## src/clst_pkg.sv

```systemverilog
// ----------------------------------------------------------------------------
// clst_pkg: shared definitions for the source tokenizer
// Field widths, queue sizing, token kind codes and the token record that
// travels from the lexer into the result queue.
// ----------------------------------------------------------------------------
package clst_pkg;

   // Field widths
   localparam int POS_W    = 16;
   localparam int OFF_W    = 32;
   localparam int LEN_W    = 16;
   localparam int VAL_W    = 63;
   localparam int KIND_W   = 6;
   localparam int KW_CHARS = 6;
   localparam int KW_BITS  = 8 * KW_CHARS;

   // Result queue sizing
   localparam int Q_DEPTH = 4;
   localparam int Q_PTR_W = $clog2(Q_DEPTH);
   localparam int Q_CNT_W = $clog2(Q_DEPTH + 1);

   // Token kind codes
   localparam logic [KIND_W-1:0] TK_IDENT   = 6'd0;
   localparam logic [KIND_W-1:0] TK_NUMBER  = 6'd1;
   localparam logic [KIND_W-1:0] TK_STRING  = 6'd2;
   localparam logic [KIND_W-1:0] TK_INT     = 6'd3;
   localparam logic [KIND_W-1:0] TK_VOID    = 6'd4;
   localparam logic [KIND_W-1:0] TK_IF      = 6'd5;
   localparam logic [KIND_W-1:0] TK_ELSE    = 6'd6;
   localparam logic [KIND_W-1:0] TK_WHILE   = 6'd7;
   localparam logic [KIND_W-1:0] TK_RETURN  = 6'd8;
   localparam logic [KIND_W-1:0] TK_ASM     = 6'd9;
   localparam logic [KIND_W-1:0] TK_CONST   = 6'd10;
   localparam logic [KIND_W-1:0] TK_LPAREN  = 6'd11;
   localparam logic [KIND_W-1:0] TK_RPAREN  = 6'd12;
   localparam logic [KIND_W-1:0] TK_LBRACE  = 6'd13;
   localparam logic [KIND_W-1:0] TK_RBRACE  = 6'd14;
   localparam logic [KIND_W-1:0] TK_LBRACK  = 6'd15;
   localparam logic [KIND_W-1:0] TK_RBRACK  = 6'd16;
   localparam logic [KIND_W-1:0] TK_SEMI    = 6'd17;
   localparam logic [KIND_W-1:0] TK_COMMA   = 6'd18;
   localparam logic [KIND_W-1:0] TK_PLUS    = 6'd19;
   localparam logic [KIND_W-1:0] TK_MINUS   = 6'd20;
   localparam logic [KIND_W-1:0] TK_STAR    = 6'd21;
   localparam logic [KIND_W-1:0] TK_SLASH   = 6'd22;
   localparam logic [KIND_W-1:0] TK_PERCENT = 6'd23;
   localparam logic [KIND_W-1:0] TK_CARET   = 6'd24;
   localparam logic [KIND_W-1:0] TK_AMP     = 6'd25;
   localparam logic [KIND_W-1:0] TK_PIPE    = 6'd26;
   localparam logic [KIND_W-1:0] TK_ASSIGN  = 6'd27;
   localparam logic [KIND_W-1:0] TK_EQ      = 6'd28;
   localparam logic [KIND_W-1:0] TK_NOT     = 6'd29;
   localparam logic [KIND_W-1:0] TK_NE      = 6'd30;
   localparam logic [KIND_W-1:0] TK_LT      = 6'd31;
   localparam logic [KIND_W-1:0] TK_LE      = 6'd32;
   localparam logic [KIND_W-1:0] TK_SHL     = 6'd33;
   localparam logic [KIND_W-1:0] TK_GT      = 6'd34;
   localparam logic [KIND_W-1:0] TK_GE      = 6'd35;
   localparam logic [KIND_W-1:0] TK_SHR     = 6'd36;
   localparam logic [KIND_W-1:0] TK_END     = 6'd37;

   // One result token
   typedef struct packed {
      logic [KIND_W-1:0] kind;
      logic [POS_W-1:0]  line;
      logic [POS_W-1:0]  column;
      logic [OFF_W-1:0]  offset;
      logic [LEN_W-1:0]  length;
      logic [VAL_W-1:0]  value;
      logic              overflow;
      logic              last;
   } token_type;

   // Tokens produced by one source beat: none, one or two
   typedef struct packed {
      logic [1:0] count;
      token_type  first;
      token_type  second;
   } push_type;

endpackage

```

## src/c_like_source_tokenizer.sv

```systemverilog
// Path: a source beat goes through the input register into the result queue before
// its result beat is offered. Throughput: one source beat per cycle while the queue
// has room for two tokens; a two-token beat is absorbed by the four-entry result queue.
// Reset: synchronous, active high; returns the scanner to line 1, column 1,
// offset 0 and empties the input register and result queue.
// ----------------------------------------------------------------------------
// c_like_source_tokenizer: streaming lexer for a small C-like language
// Source bytes enter through an input register, the lexer decides the tokens
// of each byte in one pass, and tokens leave through a result queue.
// ----------------------------------------------------------------------------
module c_like_source_tokenizer (
   input  logic         clock,
   input  logic         reset,
   input  logic         req_tvalid,
   output logic         req_tready,
   input  logic [7:0]   req_tdata,   // [7:0] ch
   input  logic         req_tuser,   // [0] kind (end of source)
   output logic         rsp_tvalid,
   input  logic         rsp_tready,
   output logic [143:0] rsp_tdata,   // [15:0] start_line, [31:16] start_column,
                                     // [63:32] start_offset, [79:64] text_length,
                                     // [142:80] number_value, [143] overflow
   output logic [5:0]   rsp_tuser,   // [5:0] token_kind
   output logic         rsp_tlast    // last_result
);

   // Input register
   logic       in_valid_ff, in_valid_in;
   logic       in_end_ff;
   logic [7:0] in_ch_ff;
   logic       fire, room, accept;

   assign fire        = in_valid_ff && room;
   assign req_tready  = !in_valid_ff || fire;
   assign accept      = req_tvalid && req_tready;
   assign in_valid_in = accept ? 1'b1 : (fire ? 1'b0 : in_valid_ff);

   always_ff @(posedge clock) begin
      if (reset) begin
         in_valid_ff <= 1'b0;
      end else begin
         in_valid_ff <= in_valid_in;
      end
   end

   always_ff @(posedge clock) begin
      if (accept) begin
         in_end_ff <= req_tuser;
         in_ch_ff  <= req_tdata;
      end
   end

   // Lexer
   clst_pkg::push_type push;

   clst_lexer u_lexer (
      .clock   (clock),
      .reset   (reset),
      .step    (fire),
      .src_end (in_end_ff),
      .src_ch  (in_ch_ff),
      .push    (push)
   );

   // Result queue
   clst_pkg::token_type head;
   logic                pop;

   assign pop = rsp_tvalid && rsp_tready;

   clst_rsp_queue u_rsp_queue (
      .clock     (clock),
      .reset     (reset),
      .push      (push),
      .pop       (pop),
      .head      (head),
      .not_empty (rsp_tvalid),
      .room      (room)
   );

   // Result beat packing
   assign rsp_tdata = {head.overflow, head.value, head.length, head.offset,
                       head.column, head.line};
   assign rsp_tuser = head.kind;
   assign rsp_tlast = head.last;

endmodule

```

## src/clst_lexer.sv

```systemverilog
// ----------------------------------------------------------------------------
// clst_lexer: scanner state and per-beat token decisions
// Holds the scan mode, position counters and the token being built, and
// works out in one pass which tokens (at most two) a source beat produces.
// ----------------------------------------------------------------------------
module clst_lexer (
   input  logic              clock,
   input  logic              reset,
   input  logic              step,
   input  logic              src_end,
   input  logic [7:0]        src_ch,
   output clst_pkg::push_type push
);

   typedef enum logic [3:0] {
      M_IDLE,
      M_IDENT,
      M_NUMBER,
      M_STRING,
      M_SLASH,
      M_OPER,
      M_LINE,
      M_BLOCK,
      M_BLOCK_STAR
   } mode_type;

   localparam int AW = clst_pkg::VAL_W + 4;

   // Single-character operator code, or identifier code when not an operator
   function automatic logic [clst_pkg::KIND_W-1:0] single_op(input logic [7:0] c);
      logic [clst_pkg::KIND_W-1:0] k;
      begin
         case (c)
            "(": k = clst_pkg::TK_LPAREN;
            ")": k = clst_pkg::TK_RPAREN;
            "{": k = clst_pkg::TK_LBRACE;
            "}": k = clst_pkg::TK_RBRACE;
            "[": k = clst_pkg::TK_LBRACK;
            "]": k = clst_pkg::TK_RBRACK;
            ";": k = clst_pkg::TK_SEMI;
            ",": k = clst_pkg::TK_COMMA;
            "+": k = clst_pkg::TK_PLUS;
            "-": k = clst_pkg::TK_MINUS;
            "*": k = clst_pkg::TK_STAR;
            "%": k = clst_pkg::TK_PERCENT;
            "^": k = clst_pkg::TK_CARET;
            "&": k = clst_pkg::TK_AMP;
            "|": k = clst_pkg::TK_PIPE;
            "=": k = clst_pkg::TK_ASSIGN;
            "!": k = clst_pkg::TK_NOT;
            "<": k = clst_pkg::TK_LT;
            ">": k = clst_pkg::TK_GT;
            default: k = clst_pkg::TK_IDENT;
         endcase
         return k;
      end
   endfunction

   // Two-character operator code, or identifier code when the pair is no operator
   function automatic logic [clst_pkg::KIND_W-1:0] pair_op(input logic [7:0] p,
                                                           input logic [7:0] c);
      logic [clst_pkg::KIND_W-1:0] k;
      begin
         k = clst_pkg::TK_IDENT;
         if (c == "=" && p == "=") k = clst_pkg::TK_EQ;
         else if (c == "=" && p == "!") k = clst_pkg::TK_NE;
         else if (c == "=" && p == "<") k = clst_pkg::TK_LE;
         else if (c == "<" && p == "<") k = clst_pkg::TK_SHL;
         else if (c == "=" && p == ">") k = clst_pkg::TK_GE;
         else if (c == ">" && p == ">") k = clst_pkg::TK_SHR;
         return k;
      end
   endfunction

   // Keyword lookup on the identifier length and its first bytes
   function automatic logic [clst_pkg::KIND_W-1:0] keyword_kind(
      input logic [clst_pkg::LEN_W-1:0]   len,
      input logic [clst_pkg::KW_BITS-1:0] pfx);
      logic [clst_pkg::KIND_W-1:0] k;
      begin
         k = clst_pkg::TK_IDENT;
         if (len == clst_pkg::LEN_W'(3) && pfx == clst_pkg::KW_BITS'(64'h746E69))
            k = clst_pkg::TK_INT;
         else if (len == clst_pkg::LEN_W'(4) && pfx == clst_pkg::KW_BITS'(64'h64696F76))
            k = clst_pkg::TK_VOID;
         else if (len == clst_pkg::LEN_W'(2) && pfx == clst_pkg::KW_BITS'(64'h6669))
            k = clst_pkg::TK_IF;
         else if (len == clst_pkg::LEN_W'(4) && pfx == clst_pkg::KW_BITS'(64'h65736C65))
            k = clst_pkg::TK_ELSE;
         else if (len == clst_pkg::LEN_W'(5) && pfx == clst_pkg::KW_BITS'(64'h656C696877))
            k = clst_pkg::TK_WHILE;
         else if (len == clst_pkg::LEN_W'(6) && pfx == clst_pkg::KW_BITS'(64'h6E7275746572))
            k = clst_pkg::TK_RETURN;
         else if (len == clst_pkg::LEN_W'(3) && pfx == clst_pkg::KW_BITS'(64'h6D7361))
            k = clst_pkg::TK_ASM;
         else if (len == clst_pkg::LEN_W'(5) && pfx == clst_pkg::KW_BITS'(64'h74736E6F63))
            k = clst_pkg::TK_CONST;
         return k;
      end
   endfunction

   // Scanner state
   mode_type                     mode_ff, mode_in;
   logic [7:0]                   pend_ff, pend_in;
   logic [clst_pkg::POS_W-1:0]   cur_line_ff, cur_line_in;
   logic [clst_pkg::POS_W-1:0]   cur_col_ff, cur_col_in;
   logic [clst_pkg::OFF_W-1:0]   cur_off_ff, cur_off_in;
   logic [clst_pkg::POS_W-1:0]   tok_line_ff, tok_line_in;
   logic [clst_pkg::POS_W-1:0]   tok_col_ff, tok_col_in;
   logic [clst_pkg::OFF_W-1:0]   tok_off_ff, tok_off_in;
   logic [clst_pkg::VAL_W-1:0]   acc_ff, acc_in;
   logic                         ovf_ff, ovf_in;
   logic [clst_pkg::LEN_W-1:0]   len_ff, len_in;
   logic [clst_pkg::KW_BITS-1:0] pfx_ff, pfx_in;

   // Character classes
   logic c_space, c_alpha, c_digit, c_oper, c_nl;

   assign c_space = (src_ch == " ") || (src_ch >= 8'd9 && src_ch <= 8'd13);
   assign c_alpha = (src_ch >= "a" && src_ch <= "z") || (src_ch >= "A" && src_ch <= "Z") ||
                    (src_ch == "_");
   assign c_digit = (src_ch >= "0" && src_ch <= "9");
   assign c_oper  = (src_ch == "=") || (src_ch == "!") || (src_ch == "<") || (src_ch == ">");
   assign c_nl    = (src_ch == 8'h0A);

   // Saturating length and identifier prefix growth
   logic [clst_pkg::LEN_W-1:0]   len_inc;
   logic [clst_pkg::KW_BITS-1:0] pfx_add;

   assign len_inc = (len_ff == '1) ? len_ff : len_ff + clst_pkg::LEN_W'(1);

   always_comb begin
      pfx_add = pfx_ff;
      for (int i = 0; i < clst_pkg::KW_CHARS; i++) begin
         if (len_ff == clst_pkg::LEN_W'(i)) pfx_add[8*i +: 8] = src_ch;
      end
   end

   // Decimal accumulate: times ten by shift and add, saturate past the top
   logic [AW-1:0]              acc_sum;
   logic                       acc_over;
   logic [clst_pkg::VAL_W-1:0] acc_add;

   assign acc_sum  = AW'({acc_ff, 3'b000}) + AW'({acc_ff, 1'b0}) + AW'(src_ch[3:0]);
   assign acc_over = |acc_sum[AW-1:clst_pkg::VAL_W];
   assign acc_add  = acc_over ? '1 : acc_sum[clst_pkg::VAL_W-1:0];

   // Position after this byte
   logic [clst_pkg::POS_W-1:0] line_adv, col_adv;
   logic [clst_pkg::OFF_W-1:0] off_adv;

   assign line_adv = (c_nl && cur_line_ff != '1) ? cur_line_ff + clst_pkg::POS_W'(1)
                                                 : cur_line_ff;
   assign col_adv  = c_nl ? clst_pkg::POS_W'(1) :
                     (cur_col_ff != '1) ? cur_col_ff + clst_pkg::POS_W'(1) : cur_col_ff;
   assign off_adv  = cur_off_ff + clst_pkg::OFF_W'(1);

   // Token that a pending scan mode yields when it is closed
   clst_pkg::token_type flush_tok;
   logic                flush_has;

   always_comb begin
      flush_tok          = '0;
      flush_tok.line     = tok_line_ff;
      flush_tok.column   = tok_col_ff;
      flush_tok.offset   = tok_off_ff;
      flush_has          = 1'b1;
      case (mode_ff)
         M_IDENT: begin
            flush_tok.kind   = keyword_kind(len_ff, pfx_ff);
            flush_tok.length = len_ff;
         end
         M_NUMBER: begin
            flush_tok.kind     = clst_pkg::TK_NUMBER;
            flush_tok.length   = len_ff;
            flush_tok.value    = acc_ff;
            flush_tok.overflow = ovf_ff;
         end
         M_STRING: begin
            flush_tok.kind   = clst_pkg::TK_STRING;
            flush_tok.length = len_ff;
         end
         M_SLASH: begin
            flush_tok.kind   = clst_pkg::TK_SLASH;
            flush_tok.length = clst_pkg::LEN_W'(1);
         end
         M_OPER: begin
            flush_tok.kind   = single_op(pend_ff);
            flush_tok.length = clst_pkg::LEN_W'(1);
         end
         default: flush_has = 1'b0;
      endcase
   end

   // What a byte starts when nothing is pending
   mode_type                     st_mode;
   logic [clst_pkg::LEN_W-1:0]   st_len;
   logic [clst_pkg::KW_BITS-1:0] st_pfx;
   logic [clst_pkg::VAL_W-1:0]   st_acc;
   logic                         st_emit;
   logic [clst_pkg::KIND_W-1:0]  st_op;
   clst_pkg::token_type          st_tok;

   assign st_op = single_op(src_ch);

   always_comb begin
      st_mode = M_IDLE;
      st_len  = '0;
      st_pfx  = '0;
      st_acc  = '0;
      st_emit = 1'b0;
      if (c_space) begin
         st_mode = M_IDLE;
      end else if (c_alpha) begin
         st_mode = M_IDENT;
         st_len  = clst_pkg::LEN_W'(1);
         st_pfx  = clst_pkg::KW_BITS'(src_ch);
      end else if (c_digit) begin
         st_mode = M_NUMBER;
         st_len  = clst_pkg::LEN_W'(1);
         st_acc  = clst_pkg::VAL_W'(src_ch[3:0]);
      end else if (src_ch == "\"") begin
         st_mode = M_STRING;
      end else if (src_ch == "/") begin
         st_mode = M_SLASH;
      end else if (c_oper) begin
         st_mode = M_OPER;
      end else begin
         st_emit = (st_op != clst_pkg::TK_IDENT);
      end
   end

   always_comb begin
      st_tok        = '0;
      st_tok.kind   = st_op;
      st_tok.line   = cur_line_ff;
      st_tok.column = cur_col_ff;
      st_tok.offset = cur_off_ff;
      st_tok.length = clst_pkg::LEN_W'(1);
   end

   // Per-beat decision and next state
   logic                        do_flush, do_start, do_pair, b_valid;
   logic [clst_pkg::KIND_W-1:0] pair_kind;
   clst_pkg::token_type         tok_b;

   assign pair_kind = pair_op(pend_ff, src_ch);

   always_comb begin
      mode_in     = mode_ff;
      pend_in     = pend_ff;
      cur_line_in = cur_line_ff;
      cur_col_in  = cur_col_ff;
      cur_off_in  = cur_off_ff;
      tok_line_in = tok_line_ff;
      tok_col_in  = tok_col_ff;
      tok_off_in  = tok_off_ff;
      acc_in      = acc_ff;
      ovf_in      = ovf_ff;
      len_in      = len_ff;
      pfx_in      = pfx_ff;
      do_flush    = 1'b0;
      do_start    = 1'b0;
      do_pair     = 1'b0;
      b_valid     = 1'b0;
      tok_b       = st_tok;

      if (step && src_end) begin
         // End of source: close the pending token, report the end, restart
         do_flush      = 1'b1;
         b_valid       = 1'b1;
         tok_b         = '0;
         tok_b.kind    = clst_pkg::TK_END;
         tok_b.line    = cur_line_ff;
         tok_b.column  = cur_col_ff;
         tok_b.offset  = cur_off_ff;
         mode_in       = M_IDLE;
         pend_in       = '0;
         cur_line_in   = clst_pkg::POS_W'(1);
         cur_col_in    = clst_pkg::POS_W'(1);
         cur_off_in    = '0;
         tok_line_in   = clst_pkg::POS_W'(1);
         tok_col_in    = clst_pkg::POS_W'(1);
         tok_off_in    = '0;
         acc_in        = '0;
         ovf_in        = 1'b0;
         len_in        = '0;
         pfx_in        = '0;
      end else if (step) begin
         case (mode_ff)
            M_IDENT: begin
               if (c_alpha || c_digit) begin
                  len_in = len_inc;
                  pfx_in = pfx_add;
               end else begin
                  do_flush = 1'b1;
                  do_start = 1'b1;
               end
            end
            M_NUMBER: begin
               if (c_digit) begin
                  len_in = len_inc;
                  acc_in = acc_add;
                  ovf_in = ovf_ff | acc_over;
               end else begin
                  do_flush = 1'b1;
                  do_start = 1'b1;
               end
            end
            M_STRING: begin
               if (src_ch == "\"") begin
                  do_flush = 1'b1;
                  mode_in  = M_IDLE;
               end else begin
                  len_in = len_inc;
               end
            end
            M_SLASH: begin
               if (src_ch == "/") mode_in = M_LINE;
               else if (src_ch == "*") mode_in = M_BLOCK;
               else begin
                  do_flush = 1'b1;
                  do_start = 1'b1;
               end
            end
            M_OPER: begin
               if (pair_kind != clst_pkg::TK_IDENT) begin
                  do_pair = 1'b1;
                  mode_in = M_IDLE;
               end else begin
                  do_flush = 1'b1;
                  do_start = 1'b1;
               end
            end
            M_LINE: begin
               if (c_nl) mode_in = M_IDLE;
            end
            M_BLOCK: begin
               if (src_ch == "*") mode_in = M_BLOCK_STAR;
            end
            M_BLOCK_STAR: begin
               if (src_ch == "/") mode_in = M_IDLE;
               else if (src_ch != "*") mode_in = M_BLOCK;
            end
            default: do_start = 1'b1;
         endcase

         // A byte that opens something new resets the token under construction
         if (do_start) begin
            mode_in     = st_mode;
            tok_line_in = cur_line_ff;
            tok_col_in  = cur_col_ff;
            tok_off_in  = cur_off_ff;
            len_in      = st_len;
            pfx_in      = st_pfx;
            acc_in      = st_acc;
            ovf_in      = 1'b0;
            b_valid     = st_emit;
            if (c_oper) pend_in = src_ch;
         end

         if (do_pair) begin
            b_valid       = 1'b1;
            tok_b         = '0;
            tok_b.kind    = pair_kind;
            tok_b.line    = tok_line_ff;
            tok_b.column  = tok_col_ff;
            tok_b.offset  = tok_off_ff;
            tok_b.length  = clst_pkg::LEN_W'(2);
         end

         cur_line_in = line_adv;
         cur_col_in  = col_adv;
         cur_off_in  = off_adv;
      end
   end

   // Pack the tokens of this beat, first in order, last flag on the final one
   logic a_valid;

   assign a_valid = do_flush && flush_has;

   always_comb begin
      push = '0;
      if (a_valid && b_valid) begin
         push.count       = 2'd2;
         push.first       = flush_tok;
         push.second      = tok_b;
         push.second.last = 1'b1;
      end else if (a_valid) begin
         push.count      = 2'd1;
         push.first      = flush_tok;
         push.first.last = 1'b1;
      end else if (b_valid) begin
         push.count      = 2'd1;
         push.first      = tok_b;
         push.first.last = 1'b1;
      end
   end

   // State registers
   always_ff @(posedge clock) begin
      if (reset) begin
         mode_ff     <= M_IDLE;
         pend_ff     <= '0;
         cur_line_ff <= clst_pkg::POS_W'(1);
         cur_col_ff  <= clst_pkg::POS_W'(1);
         cur_off_ff  <= '0;
         tok_line_ff <= clst_pkg::POS_W'(1);
         tok_col_ff  <= clst_pkg::POS_W'(1);
         tok_off_ff  <= '0;
         acc_ff      <= '0;
         ovf_ff      <= 1'b0;
         len_ff      <= '0;
         pfx_ff      <= '0;
      end else begin
         mode_ff     <= mode_in;
         pend_ff     <= pend_in;
         cur_line_ff <= cur_line_in;
         cur_col_ff  <= cur_col_in;
         cur_off_ff  <= cur_off_in;
         tok_line_ff <= tok_line_in;
         tok_col_ff  <= tok_col_in;
         tok_off_ff  <= tok_off_in;
         acc_ff      <= acc_in;
         ovf_ff      <= ovf_in;
         len_ff      <= len_in;
         pfx_ff      <= pfx_in;
      end
   end

endmodule

```

## src/clst_rsp_queue.sv

```systemverilog
// ----------------------------------------------------------------------------
// clst_rsp_queue: result token queue
// A small register queue that takes up to two tokens per cycle from the
// lexer and presents one token beat per cycle on the result channel while it is ready.
// ----------------------------------------------------------------------------
module clst_rsp_queue (
   input  logic                clock,
   input  logic                reset,
   input  clst_pkg::push_type  push,
   input  logic                pop,
   output clst_pkg::token_type head,
   output logic                not_empty,
   output logic                room
);

   clst_pkg::token_type         entry_ff [clst_pkg::Q_DEPTH];
   logic [clst_pkg::Q_PTR_W-1:0] rd_ptr_ff, rd_ptr_in;
   logic [clst_pkg::Q_PTR_W-1:0] wr_ptr_ff, wr_ptr_in;
   logic [clst_pkg::Q_PTR_W-1:0] wr_next;
   logic [clst_pkg::Q_CNT_W-1:0] count_ff, count_in;

   // Pointer and fill bookkeeping
   assign wr_next   = wr_ptr_ff + clst_pkg::Q_PTR_W'(1);
   assign wr_ptr_in = wr_ptr_ff + clst_pkg::Q_PTR_W'(push.count);
   assign rd_ptr_in = pop ? rd_ptr_ff + clst_pkg::Q_PTR_W'(1) : rd_ptr_ff;
   assign count_in  = count_ff + clst_pkg::Q_CNT_W'(push.count) - clst_pkg::Q_CNT_W'(pop);

   // Room for two more tokens regardless of this cycle's pop
   assign room      = (count_ff <= clst_pkg::Q_CNT_W'(clst_pkg::Q_DEPTH - 2));
   assign not_empty = (count_ff != '0);
   assign head      = entry_ff[rd_ptr_ff];

   always_ff @(posedge clock) begin
      if (reset) begin
         rd_ptr_ff <= '0;
         wr_ptr_ff <= '0;
         count_ff  <= '0;
      end else begin
         rd_ptr_ff <= rd_ptr_in;
         wr_ptr_ff <= wr_ptr_in;
         count_ff  <= count_in;
      end
   end

   // Token storage: first token at the write pointer, second just after it
   always_ff @(posedge clock) begin
      for (int e = 0; e < clst_pkg::Q_DEPTH; e++) begin
         if (push.count != 2'd0 && clst_pkg::Q_PTR_W'(e) == wr_ptr_ff) begin
            entry_ff[e] <= push.first;
         end else if (push.count == 2'd2 && clst_pkg::Q_PTR_W'(e) == wr_next) begin
            entry_ff[e] <= push.second;
         end
      end
   end

endmodule
```

## config.mk

```make
export PLATFORM = sky130hd
export DESIGN_NAME = c_like_source_tokenizer
export DESIGN_NICKNAME = d
export VERILOG_FILES = /design/src/clst_pkg.sv /design/src/c_like_source_tokenizer.sv /design/src/clst_lexer.sv /design/src/clst_rsp_queue.sv
export SDC_FILE = /design/constraint.sdc
export NUM_CORES = 2
export LEC_CHECK = 0
export ABC_AREA = 1
export BUFFER_PORTS_ARGS = -buffer_cell sky130_fd_sc_hd__buf_2
export CAP_MARGIN = 40
export CORE_AREA = 2 2 349 351
export DETAILED_ROUTE_END_ITERATION = 8
export DIE_AREA = 0 0 351 353
export GPL_TIMING_DRIVEN = 0
export PLACE_DENSITY = 0.67
export RECOVER_POWER = 25
export SLEW_MARGIN = 20
export SYNTH_ARGS = -nofsm -noshare
export SYNTH_HDL_FRONTEND = slang
export SYNTH_SLANG_ARGS = --single-unit
```

## constraint.sdc

```tcl
create_clock -name clock -period 27.3 [get_ports clock]
set_input_delay 5.46 -clock clock [delete_from_list [all_inputs] [get_ports clock]]
set_output_delay 5.46 -clock clock [all_outputs]
set_load 0.03 [all_outputs]
```

# == After elaboration in Yosys (flattened, before gate mapping) ==
# Memory sizes are Yosys's and may differ from the RTL's. A register that Yosys moved wholly into a read port is not among the register bits.
# Cells that the tools add are included.
# op_classes
add_sub_neg,11
mul,0
div,0
n_lt_le_gt_ge,9
n_eq_ne,85
shift,0
muxes,135
n_bitwise,5
n_reduce_logical,84
# ops
cell,n
151-bit 2-to-1 mux,10
63-bit 2-to-1 mux,6
153-bit 2-to-1 mux,2
151-bit OR reduction,2
8-bit by 6-bit == test with 1-bit output (second input constant),29
6-bit case mux with 19 select lines,2
48-bit 2-to-1 mux,4
152-bit 2-to-1 mux,1
16-bit 2-to-1 mux,9
8-bit by 7-bit == test with 1-bit output (second input constant),13
48-bit by 23-bit == test with 1-bit output (second input constant),2
48-bit by 31-bit == test with 1-bit output (second input constant),2
48-bit by 39-bit == test with 1-bit output (second input constant),2
6-bit 2-to-1 mux,12
4-bit 2-to-1 mux,17
66-bit by 64-bit adder with 67-bit output,1
67-bit by 4-bit adder with 67-bit output,1
64-bit 2-to-1 mux,1
8-bit 2-to-1 mux,7
1-bit 2-to-1 mux,53
16-bit by 1-bit adder with 16-bit output (second input constant),3
16-bit by 3-bit == test with 1-bit output (second input constant),3
48-bit by 15-bit == test with 1-bit output (second input constant),1
48-bit by 47-bit == test with 1-bit output (second input constant),1
other kinds (55),145
# totals
register_bits,285
latchBits,0
ram_bits,604
romBits,0
inputBits,13
out_inout_bits,153
word_cells,353
n_memories,1
# memory_table
name,depth,word_bits,read_ports,rd_clocked_by_memory_dff,wr,line_no,source
u_rsp_queue.entry_ff,4,151,1,1,2,clst_rsp_queue.sv:16,clst_pkg::token_type entry_ff [clst_pkg::Q_DEPTH];

# == Depth between registers and ports, before layout ==
# depth
word_depth,28
depth_mapped,24
mapped_depth_nobuf,21

# == Cells and area by module ==
# Synthesis repeated with hierarchy kept, for this count alone.
# hier_totals
hier_cells,7085
area_unflattened_um2,53700.3
# modules_own_cells
mod,n_inst,cells_each,area_per_inst_um2,seq_area_each_um2
clst_rsp_queue,1,3325,31361.3,18317.6
clst_lexer,1,3741,22006.1,5365.1
c_like_source_tokenizer,1,19,332.8,290.3

# == Worst setup path after synthesis ==
# OpenSTA, ideal clock, no wires.
# synth_path
path_type,register to register
start,register in_ch_ff[2]
end,memory u_rsp_queue.entry_ff[0][0] in the netlist's numbering (enable)
setup_ns,0.870
arrival_time_ns,12.861
required_ns,26.430
slack_ns,13.569
path_stages_with_launch,17
n_path_buf,1
period_less_slack_ns,13.731
path_cell_list,edfxtp_1 -> nand2_2 -> inv_2 -> nand2_2 -> nor2_8 -> nand2_1 -> nand3_2 -> nor2_4 -> nand3_2 -> nand3_4 -> nand3_1 -> nand2_2 -> buf_4 -> inv_1 -> ha_1 -> or2_2 -> o21ai_0
# synth_rtl
element,line_no,source
"start, declared",c_like_source_tokenizer.sv:30,logic [7:0] in_ch_ff;
"start signal, assigned",c_like_source_tokenizer.sv:49,in_ch_ff <= req_tdata;
"end, declared",clst_rsp_queue.sv:16,

==> reports/qor.yml <==
die_area_um2: 124000
nets: 7028
cts_resized: 0
viasPerCell: 5.41
worstPathRequired_ns: 21.84
clk_pin_slew_ns: 0.06
cp-start-kind: "flop"
globalplace.congestion: 0.965
setup_viol: 0
hold_path_class: "flop to flop"
grt_pass1_vias: 43400
ys_ff_latch: 891
power.density_nw_per_um2: 78.0
overflow: 0
status: "finished, violations left"
syn_inst: 6557
cts_root_buffer: "clkbuf_16"
syn-num-nets: 6711
routed_wl_um: 169000
synth_area_um2: 50200
fp-row-count: 128
initial_core_util_pct: 41.6
syn_area_per_cell_um2: 7.65
crit_family: "buffers and inverters"
dr.pass1.iters: 6
slew_headroom_pct: -81.3
ys_async_sr_fraction_pct: 0
fp.dieH_um: 353
clockPowerShare_pct: 30.0
grtUsageTotal_pct: 26.6
cpPeakStageDelay_ns: 0.74
port_buffers: 165
cellLeakagePower_uw: 0.0256
wl_per_cell_um: 19.7
core_um2: 121000
timing.fmax_mhz: 101
violations: "capacitance limit, slew limit"
antenna_found_initial: 4
cp_cell_sequence: "clkbuf_1 > inv_1 > clkbuf_1 > clkbuf_1 > clkbuf_1 > o21ai_0 > o21ai_0 > buf_2"
power_switching_uw: 1690
clockBufferDepth: 3
final_max_slew_viol_count: 10
clk_latency_ns: 0.71
cts-htree-levels: 3
crit_buf_inv: 6
hold_buffers: 0
synth.most_common_cell: "nand2_1"
ys_warn_count: 0
grt_pass1_wl_um: 256000
synth-edff-count: 535
cts_tree: "yes"
comb_power_share_pct: 32.3
yosysSeqAreaShare_pct: 46.2
postCtsSetupBuffers: 0
ant_nets: 0
critPathArrivalTime_ns: 4.49
worst_pin_slew_ns: 2.70
drc: 0
n_antenna_cell: 0
drt-initial-drc-count: 4511
num_io_pins: 166
min_period_over_period_pct: 36.4
worstSetupPathType: "flop to primary output"
report.final.hold_viol_count: 0
yosys-top-cells-area: "edfxtp_1 32%, nand2_1 14%, dfxtp_1 14%, nor2_1 5.7%, o21ai_0 5.5%"
finalNonFillerCells: 8579
dpl.cell_count: 8398
seqPwrFrac_pct: 37.7
min_period_ns: 9.95
ys.flop_type: "edfxtp_1"
cts_inserted_buffers: 96
fin_tns_setup_ns: 0
synth_common_cells: "1936 x nand2_1, 758 x nor2_1, 569 x inv_1"
clkSinkCount: 891
rsz0062_at_grt: "no"
crit_top_cell: "clkbuf_1"
synth_top_cell_by_area: "edfxtp_1"
finClkSkew_ns: 0.0599
cp_max_fo: 10
hpwl_um: 126000
internal_power_uw: 2720
cpMaxStageDelayCell: "o21ai_0"
grt_max_degree: 29
syn2layout_area_growth_pct: 12.6
vias: 46400
switching_share_pct: 38.4
ys_types: 56
crit_path_end_kind: "primary output"
synth_top_area_share_pct: 32.0
die_x_um: 351
ir_worst_vdd_uv: 62.5
drv_cap: 1
layout-drive-gt1-share_pct: 8.84
nFillCells: 11800
flip-flops by register name, summed over array words and instances (netlist names), 2 cells and up, named ones only:
| signal | flops |
|---|---|
| u_rsp_queue.count_ff | 3 |
| u_lexer.cur_line_ff | 16 |
| u_lexer.mode_ff | 4 |
| u_lexer.cur_off_ff | 32 |
| u_lexer.cur_col_ff | 16 |
| u_rsp_queue.rd_ptr_ff | 2 |
| u_lexer.pend_ff | 8 |
| u_rsp_queue.entry_ff | 604 |
| in_ch_ff | 8 |
| u_lexer.tok_col_ff | 16 |
| u_lexer.tok_line_ff | 16 |
| u_lexer.acc_ff | 63 |
| u_lexer.len_ff | 16 |
| u_lexer.pfx_ff | 48 |
| u_rsp_queue.wr_ptr_ff | 2 |
| u_lexer.tok_off_ff | 32 |
worst reg2reg max path, delay by kind of cell (launching register included):
kind	cells	cell delay, ns
adder cells (fa/ha/maj)	1	0.27
AND/OR/NAND/NOR	12	4.78
buffers and inverters	7	2.42
flip-flops	1	0.59
cells in the final DEF (no fill, tap or decap), types with 7 or more instances in the layout:
master and count:
buf_1 22, xnor2_1 31, o21ai_0 554, nor2_1 759, nand3_1 293, nor3_1 100, nand2_2 7, o21ai_1 71
edfxtp_1 535, o21bai_1 11, clkinv_2 15, clkbuf_16 99, nor3b_1 8, nand3_2 14, buf_6 21, xor2_1 41
nand2_1 1947, o22ai_2 50, inv_2 66, inv_1 570, buf_4 11, nor4_1 23, ha_1 138, bufinv_16 7
o22ai_1 104, clkbuf_1 274, nand2_4 7, buf_2 211, or2_2 8, nand4_1 61, a21oi_1 389, nand3b_1 7
dfxtp_1 356, clkinv_1 17, nor2_2 22, buf_16 24
final timing paths:
path              slack, ns  cells past startpoint          startpoint                     endpoint
hold / removal         0.45                      2  u_lexer.pfx_ff[47]           u_lexer.pfx_ff[47]
setup / recovery      17.36                      8                flop                rsp_tdata[68]
hold reg to reg        0.45                      2  u_lexer.pfx_ff[47]           u_lexer.pfx_ff[47]
setup reg to reg      18.86                     20         in_ch_ff[0]  u_rsp_queue.entry_ff[2][99]
routing by layer:
metal  global-route usage [%]  up-vias  share of wire (%)
met4                     9.69        0                3.4
li1                         -    22200                  -
met1                     38.1    21800                 44
met2                     40.3     2048                 43
met3                     4.26      296                9.7
met5                        0        -                  0
power by group through the flow:
stage | registers [µW] | logic (µW) | clock network [µW]
final | 1660 | 1430 | 1320
after global routing | 1670 | 1520 | 1380
after CTS | 1660 | 1450 | 1330
after detailed placement | 1690 | 1440 | 0
after global placement | 1750 | 1370 | 0
after floorplan | 1700 | 916 | 0
area by class of cell:
| class | count | area, µm² | area share [%] |
|---|---|---|---|
| Buffer | 329 | 1390 | 2.45 |
| Clock buffer | 130 | 2650 | 4.69 |
| Clock inverter | 48 | 499 | 0.883 |
| Inverter | 642 | 2410 | 4.26 |
| Multi-Input combinational cell | 4695 | 22500 | 39.9 |
| Sequential cell | 891 | 23200 | 41.0 |
| Tap cell | 1625 | 2030 | 3.60 |
| Timing Repair Buffer | 219 | 1810 | 3.21 |
cells by family after synthesis:
logic type      after synthesis  share of synthesized area [%]
xor+xnor                     72                           1.26
compound gates             1205                           13.2
fa+ha+maj                   141                           3.56
simple gates               3277                           28.0
flops                       891                           46.2
buf+inv                     971                           7.78
metrics by stage:
step / instance area, µm² / hold slack (ns) / worst slack, ns / total power, µW / utilization (%)
detailed placement: 54100 / 0.450 / 18.29 / 3130 / 44.8
finish: 56500 / 0.452 / 17.36 / 4410 / 46.9
global placement: 53000 / 0.445 / 4.10 / 3120 / 44.0
floorplan: 50200 / 0.422 / 13.57 / 2620 / -
global route: 56500 / 0.478 / 17.32 / 4580 / 46.9
CTS: 57200 / 0.458 / 17.51 / 4440 / 47.5
No activity file was read; power rests on OpenSTA's default activity.
